==> config.mk <==
export PLATFORM = sky130hd
export DESIGN_NAME = lcmq_ctrl
export DESIGN_NICKNAME = d
export VERILOG_FILES = /design/src/hw/rtl/lcmq_pkg.sv /design/src/hw/rtl/lcmq_ctrl.sv
export SDC_FILE = /design/constraint.sdc
export NUM_CORES = 1
export LEC_CHECK = 0
export BUFFER_PORTS_ARGS = -buffer_cell sky130_fd_sc_hd__buf_2
export CORE_MARGIN = 1
export CORE_UTILIZATION = 30
export CTS_CLUSTER_SIZE = 25
export DETAILED_ROUTE_END_ITERATION = 10
export SYNTH_ARGS = -nofsm -noshare
export SYNTH_HDL_FRONTEND = slang
export SYNTH_SLANG_ARGS = --single-unit
==> constraint.sdc <==
create_clock -name i_clk -period 2.86 [get_ports i_clk]
set_input_delay 0.572 -clock i_clk [delete_from_list [all_inputs] [get_ports i_clk]]
set_output_delay 0.572 -clock i_clk [all_outputs]
set_load 0.05 [all_outputs]
==> src/hw/rtl/lcmq_pkg.sv <==
`timescale 1ns / 1ps

package lcmq_pkg;

    // Defaults for the top-level parameters.
    localparam int MAX_SETS_DEF    = 64;
    localparam int MAX_WAYS_DEF    = 8;
    localparam int QUEUE_SLOTS_DEF = 20;

    // Fixed field widths.
    localparam int ADDR_W   = 64;
    localparam int STAMP_W  = 64;
    localparam int CNT_W    = 32;
    localparam int REQ_W    = 2;
    localparam int SIB_W    = 3;
    localparam int WAYS_W   = 4;
    localparam int OFS_W    = 4;
    localparam int SETRAW_W = 7;
    localparam int PADDR_W  = 4;
    localparam int PDATA_W  = 32;

    // Request codes.
    typedef enum logic [REQ_W-1:0] {
        REQ_SINGLE = 2'd0,
        REQ_MODIFY = 2'd1,
        REQ_DRAIN  = 2'd2
    } t_req;

    // Register indexes, taken from paddr[3:2].
    typedef enum logic [1:0] {
        REG_SET_INDEX_BITS = 2'd0,
        REG_WAYS_IN_USE    = 2'd1,
        REG_OFFSET_BITS    = 2'd2
    } t_reg_idx;

    typedef enum logic [3:0] {
        S_CLEAR,
        S_IDLE,
        S_ACC,
        S_PRB_RD,
        S_PRB_CMP,
        S_RESOLVE,
        S_COMMIT,
        S_QS,
        S_QDEC,
        S_DRN_INIT,
        S_DRN_LOAD,
        S_DRN_NEXT,
        S_DRN_RET,
        S_DONE
    } t_state;

    // Commands from the controller to the datapath.
    typedef struct packed {
        logic latch;
        logic clear_step;
        logic lk_from_acc;
        logic lk_from_queue;
        logic probe_init;
        logic probe_rd;
        logic probe_cmp;
        logic commit;
        logic drain_mode;
        logic q_zero;
        logic q_inc;
        logic q_merge;
        logic q_new;
        logic q_clear;
        logic drain_start;
    } t_dp_cmd;

    // Status from the datapath to the controller.
    typedef struct packed {
        logic clear_last;
        logic hit_now;
        logic probe_last;
        logic hit_found;
        logic q_at_end;
        logic q_match;
        logic can_merge;
        logic can_new;
        logic q_empty;
        logic q_last;
    } t_dp_sts;

endpackage

==> src/hw/rtl/lcmq_ctrl.sv <==
`timescale 1ns / 1ps

module lcmq_ctrl import lcmq_pkg::*; (
    input  logic             i_clk,
    input  logic             i_rst_n,
    input  logic             start,
    input  logic [REQ_W-1:0] i_req_type,
    input  t_dp_sts          i_sts,
    output t_dp_cmd          o_cmd,
    output logic             busy,
    output logic             o_valid
);

    t_state r_state, n_state;
    logic   r_second, n_second;
    logic   r_retry, n_retry;
    logic   r_mode, n_mode;

    // State and flag registers.
    always_ff @(posedge i_clk) begin
        if (!i_rst_n) begin
            r_state  <= S_CLEAR;
            r_second <= 1'b0;
            r_retry  <= 1'b0;
            r_mode   <= 1'b0;
        end else begin
            r_state  <= n_state;
            r_second <= n_second;
            r_retry  <= n_retry;
            r_mode   <= n_mode;
        end
    end

    assign busy    = (r_state != S_IDLE);
    assign o_valid = (r_state == S_DONE);

    // Next state and datapath commands.
    always_comb begin
        n_state  = r_state;
        n_second = r_second;
        n_retry  = r_retry;
        n_mode   = r_mode;
        o_cmd    = '0;
        case (r_state)
            S_CLEAR: begin
                o_cmd.clear_step = 1'b1;
                if (i_sts.clear_last) begin
                    n_state = S_IDLE;
                end
            end
            S_IDLE: begin
                if (start) begin
                    o_cmd.latch = 1'b1;
                    case (i_req_type)
                        REQ_SINGLE: begin
                            n_second = 1'b0;
                            n_state  = S_ACC;
                        end
                        REQ_MODIFY: begin
                            n_second = 1'b1;
                            n_state  = S_ACC;
                        end
                        REQ_DRAIN: begin
                            n_retry = 1'b0;
                            n_state = S_DRN_INIT;
                        end
                        default: begin
                            n_state = S_DONE;
                        end
                    endcase
                end
            end
            S_ACC: begin
                o_cmd.lk_from_acc = 1'b1;
                o_cmd.probe_init  = 1'b1;
                n_state           = S_PRB_RD;
            end
            S_PRB_RD: begin
                o_cmd.probe_rd = 1'b1;
                n_state        = S_PRB_CMP;
            end
            S_PRB_CMP: begin
                o_cmd.probe_cmp = 1'b1;
                if (i_sts.hit_now || i_sts.probe_last) begin
                    n_state = S_RESOLVE;
                end else begin
                    n_state = S_PRB_RD;
                end
            end
            S_RESOLVE: begin
                if (r_mode || i_sts.hit_found) begin
                    n_state = S_COMMIT;
                end else begin
                    o_cmd.q_zero = 1'b1;
                    n_state      = S_QS;
                end
            end
            S_COMMIT: begin
                o_cmd.commit     = 1'b1;
                o_cmd.drain_mode = r_mode;
                if (r_mode) begin
                    n_state = S_DRN_NEXT;
                end else begin
                    n_state  = r_second ? S_ACC : S_DONE;
                    n_second = 1'b0;
                end
            end
            S_QS: begin
                if (i_sts.q_match || i_sts.q_at_end) begin
                    n_state = S_QDEC;
                end else begin
                    o_cmd.q_inc = 1'b1;
                end
            end
            S_QDEC: begin
                if (i_sts.q_match && i_sts.can_merge) begin
                    o_cmd.q_merge = 1'b1;
                    n_state       = r_second ? S_ACC : S_DONE;
                    n_second      = 1'b0;
                end else if (!i_sts.q_match && i_sts.can_new) begin
                    o_cmd.q_new = 1'b1;
                    n_state     = r_second ? S_ACC : S_DONE;
                    n_second    = 1'b0;
                end else begin
                    // No room: replay the queue, then look the access up again.
                    n_retry = 1'b1;
                    n_state = S_DRN_INIT;
                end
            end
            S_DRN_INIT: begin
                if (i_sts.q_empty) begin
                    n_state = S_DRN_RET;
                end else begin
                    o_cmd.drain_start = 1'b1;
                    o_cmd.q_zero      = 1'b1;
                    n_mode            = 1'b1;
                    n_state           = S_DRN_LOAD;
                end
            end
            S_DRN_LOAD: begin
                o_cmd.lk_from_queue = 1'b1;
                o_cmd.probe_init    = 1'b1;
                n_state             = S_PRB_RD;
            end
            S_DRN_NEXT: begin
                if (i_sts.q_last) begin
                    o_cmd.q_clear = 1'b1;
                    n_state       = S_DRN_RET;
                end else begin
                    o_cmd.q_inc = 1'b1;
                    n_state     = S_DRN_LOAD;
                end
            end
            S_DRN_RET: begin
                n_mode = 1'b0;
                if (r_retry) begin
                    n_retry = 1'b0;
                    n_state = S_ACC;
                end else begin
                    n_state = S_DONE;
                end
            end
            S_DONE: begin
                n_state = S_IDLE;
            end
            default: begin
                n_state = S_IDLE;
            end
        endcase
    end

endmodule

# Yosys cells after proc, flatten, opt, wreduce, memory -nomap -nowiden
# Cells that the tools add are included.
[op_classes]
addsub = 0
multipliers = 0
n_div = 0
magnitude_cmp = 0
n_eq_ne = 26
n_shift = 0
muxes = 49
bitwise_logic = 0
n_reduce_logical = 17
[ops]
columns = ["op", "count"]
rows = [
  ["case mux 4 bit (12 select lines)", 1],
  ["2-to-1 mux 4 bit", 8],
  ["2-to-1 mux 1 bit", 28],
  ["== test 4 bit, second input constant", 6],
  ["== test 4 x 3 -> 1 bit, second input constant", 4],
  ["inequality test 2 bit, second input constant", 8],
  ["AND reduction 5 bit", 2],
  ["2-to-1 mux 3 bit", 3],
  ["== test 4 x 2 -> 1 bit, second input constant", 2],
  ["case mux 1 bit (2 select lines)", 4],
  ["case mux 4 bit (2 select lines)", 1],
  ["case mux 1 bit (3 select lines)", 2],
  ["nonzero test 3 bit", 2],
  ["== test 4 x 1 -> 1 bit, second input constant", 1],
  ["zero test 4 bit", 1],
  ["2-to-1 mux 2 bit", 2],
  ["inequality test 4 x 1 -> 1 bit, second input constant", 1],
  ["OR reduction 2 bit", 2],
  ["logical OR 1 bit", 3],
  ["inequality test 3 x 1 -> 1 bit, second input constant", 1],
  ["inequality test 3 bit, second input constant", 1],
  ["AND reduction 3 bit", 1],
  ["== test 2 x 1 -> 1 bit, second input constant", 1],
  ["== test 2 bit, second input constant", 1],
  ["other kinds (5)", 6],
]
[word_totals]
ff_bits = 7
latchBits = 0
ram_bits = 0
romBits = 0
output_inout_bits = 17
elab_cells = 96
memories = 0

# Longest topological paths before layout
[logic_depth]
depth_word = 5
mapped_depth = 5
ltp_nobuf = 4

# Least setup slack after synthesis
# Ideal clock, no wire load.
[synth_timing]
path_kind = "register to output"
start = "register r_state[2]"
end = "output o_cmd[2] (netlist name)"
arrival_time_ns = 2.092
required_ns = 2.288
path_slack_ns = 0.196
path_stages_with_launch = 3
cell_sequence = "dfxtp_1 or4b_1 nor3b_1"
[synth_lines]
columns = ["item", "line", "text"]
rows = [
  ["start, declared", "lcmq_ctrl.sv:14", "t_state r_state, n_state;"],
  ["start signal, assigned", "lcmq_ctrl.sv:27", "r_state <= n_state;"],
  ["end, declared", "lcmq_ctrl.sv:9", "output t_dp_cmd o_cmd,"],
]

==> results.cfg <==
[sta]
slew_viol_final = 0
layout_min_cycle_time_ns = 2.66
relSlewSlack_pct = 67.4
fin_skew_ns = 0.00179
setup_violations = 0
max_freq_mhz = 375
rsz0062_at_grt = no
min_period_over_period_pct = 93.2
hold_viol = 0
tightest_slew_ns = 0.489
tns_ns = 0

[route]
drt_pass1_iterations = 4
drc = 0
routed_wirelength_um = 2590
initialDrtViolationCount = 20
ant_nets = 0
wire_per_inst_um = 14.8
vias_per_cell = 5.78
vias = 1011

[floorplan]
coreArea_sq_um = 2540
die_w_um = 54.4
die_h_um = 54.4
dieArea_sq_um = 2960
rows = 18
initial_core_util_pct = 32.4
io_pins = 32

[global_route]
grt_overflow_total = 0
grt_pass1_wl_um = 4050
grt_pass1_vias = 912
grt_start_max_net_pins = 24
grt_use_total_pct = 19.2
antenna_found_initial = 0

[cells_and_area]
area_delta_synth_final_pct = 27.1
mostFrequentLayoutCells = 31 x buf_2, 8 x nor2_1, 7 x nand2b_1, 7 x nand2_1, 7 x dfxtp_1
fin_cells = 175
final_net_count = 161
drive_gt1_share_pct = 29.0
num_antenna_cells = 0
final_common_cell = buf_2

[clocking]
cts-root-buf = clkbuf_4
cts_max_path_buffers = 2
cts_buffers = 3
clk_latency_ns = 0.25
htreeDepth = 1
clk_pin_slew_ns = 0.06
post_cts_resized = 0
cts_tree = done
cts_sinks = 7
cts_setup_buffers = 0
postCtsHoldBufs = 0

[status]
status = completed

[synth]
ys_seq_elements = 7
synth_seq_area_share_pct = 17.0
synth.net_count = 128
syn_area_sq_um = 823
postSynthCellCount = 113
synth_edf_count = 0
syn_avg_cell_area_sq_um = 7.29
synth-async-reset-ratio_pct = 0
synth_warnings = 0
ys.flop_type = dfxtp_1
synth_cell_types = 45

[critical_path]
worstReg2RegEnd = r_state[2]
crit_end = o_cmd[4]
path_delay_family = simple AND/OR/NAND/NOR gates
cp_num_buf_inv = 1
r2r_cells = 4
cp_num_cells = 4
crit_chain = nand2b_1, or4_1, o21ai_0, buf_2
cp-end-kind = output pin
path_max_fanout = 16
cp.arrival_ns = 2.09
r2r_slack_ns = 0.98
path_class = reg2out
slowest_delay_ns = 0.62
required_ns = 2.29
worstSetupStartpointType = flip-flop
reg2reg_from = r_state[1]
crit_start = r_state[1]
slowest_stage = dfxtp_1

[placement]
placed_cells = 171
routabilityCongestion = 0.826
dp_hpwl_um = 1960
portBuffers = 31

[power_and_ir_drop]
total_power_uw = 304
power_density_nw_per_um2 = 290
p_leak_uw = 0.000433
peakVddDrop_v = 0.000224

[worst_hold_path]
hold_class = reg2reg

[run]
max-cap-violations = 0
==> metal layers <==
metal | vias up | routed length [um] | GRT usage [%]
met4 | 0 | 29 | 7.26
met3 | 4 | 170 | 5.00
met1 | 481 | 1240 | 26.2
li1 | 496 | - | -
met2 | 30 | 1150 | 28.7
met5 | - | 0 | 0
==> worst reg2reg max path, delay by kind of cell (launching register included) <==
kind,cells,cell delay (ns)
AO/OA/AOI/OAI,2,0.35
flip-flops,1,0.62
AND/OR/NAND/NOR,2,0.83
==> Yosys cell counts, types with 2 or more instances <==
cell	n	area, sq um
a211oi_1	3	22.5
a21oi_1	4	20.0
a31oi_1	3	18.8
a41oi_1	2	17.5
and2_1	5	31.3
and3_1	3	18.8
buf_2	4	20.0
clkbuf_1	4	15.0
dfxtp_1	7	140
inv_1	3	11.3
mux2i_1	2	20.0
nand2_1	7	26.3
nand2b_1	7	43.8
nand3b_1	3	22.5
nor2_1	8	30.0
nor2b_1	2	12.5
nor3_1	5	25.0
nor3b_1	6	45.0
nor4b_1	2	17.5
o21ai_0	6	30.0
o21ai_1	2	10.0
or4b_1	2	20.0
==> state kept, by name, indices dropped and copies added, names as in the netlist <==
register  flops
r_mode        1
r_retry       1
r_second      1
r_state       4
==> cell families (layout without fill, tap and decap cells) <==
group | count (synthesis) | in the layout | synth area share, %
AND/OR/NAND/NOR | 60 | 60 | 46.4
AO/OA/AOI/OAI | 32 | 32 | 27.2
buffers and inverters | 11 | 43 | 5.62
flip-flops | 7 | 7 | 17.0
multiplexers | 3 | 3 | 3.80
==> final cells by class <==
| cell class | instances | area (sq um) |
|---|---|---|
| fillers | 268 | 1500 |
| multi-input cells | 95 | 637 |
| repair buffers | 36 | 193 |
| flip-flops and latches | 7 | 140 |
| well taps | 30 | 37.5 |
| clock buffers | 3 | 22.5 |
| inverters | 3 | 11.3 |
| clock inverters | 1 | 5.00 |
==> power by group <==
group | switching, uW | internal, uW
Clock | 42.3 | 51.4
Sequential | 11.9 | 102
Combinational | 59.4 | 36.6
==> metrics by stage <==
step,setup slack (ns),area (sq um),hold WS [ns],util [%]
2_1_floorplan,0.196,823,0.474,-
3_3_place_gp,0.567,1020,0.530,40.0
3_5_place_dp,0.512,1020,0.522,40.0
4_1_cts,0.232,1050,0.540,41.1
5_1_grt,0.140,1050,0.571,41.1
6_report,0.196,1050,0.545,41.1
==> how the worst min path moves through the flow <==
stage | from | to | cells past startpoint
floorplan | r_second | r_second | 2
global placement | r_second | r_second | 2
detailed placement | r_second | r_second | 2
CTS | r_second | r_second | 2
global route | r_retry | r_retry | 1
finish | r_second | r_second | 2
(Power assumes the default switching activity.)
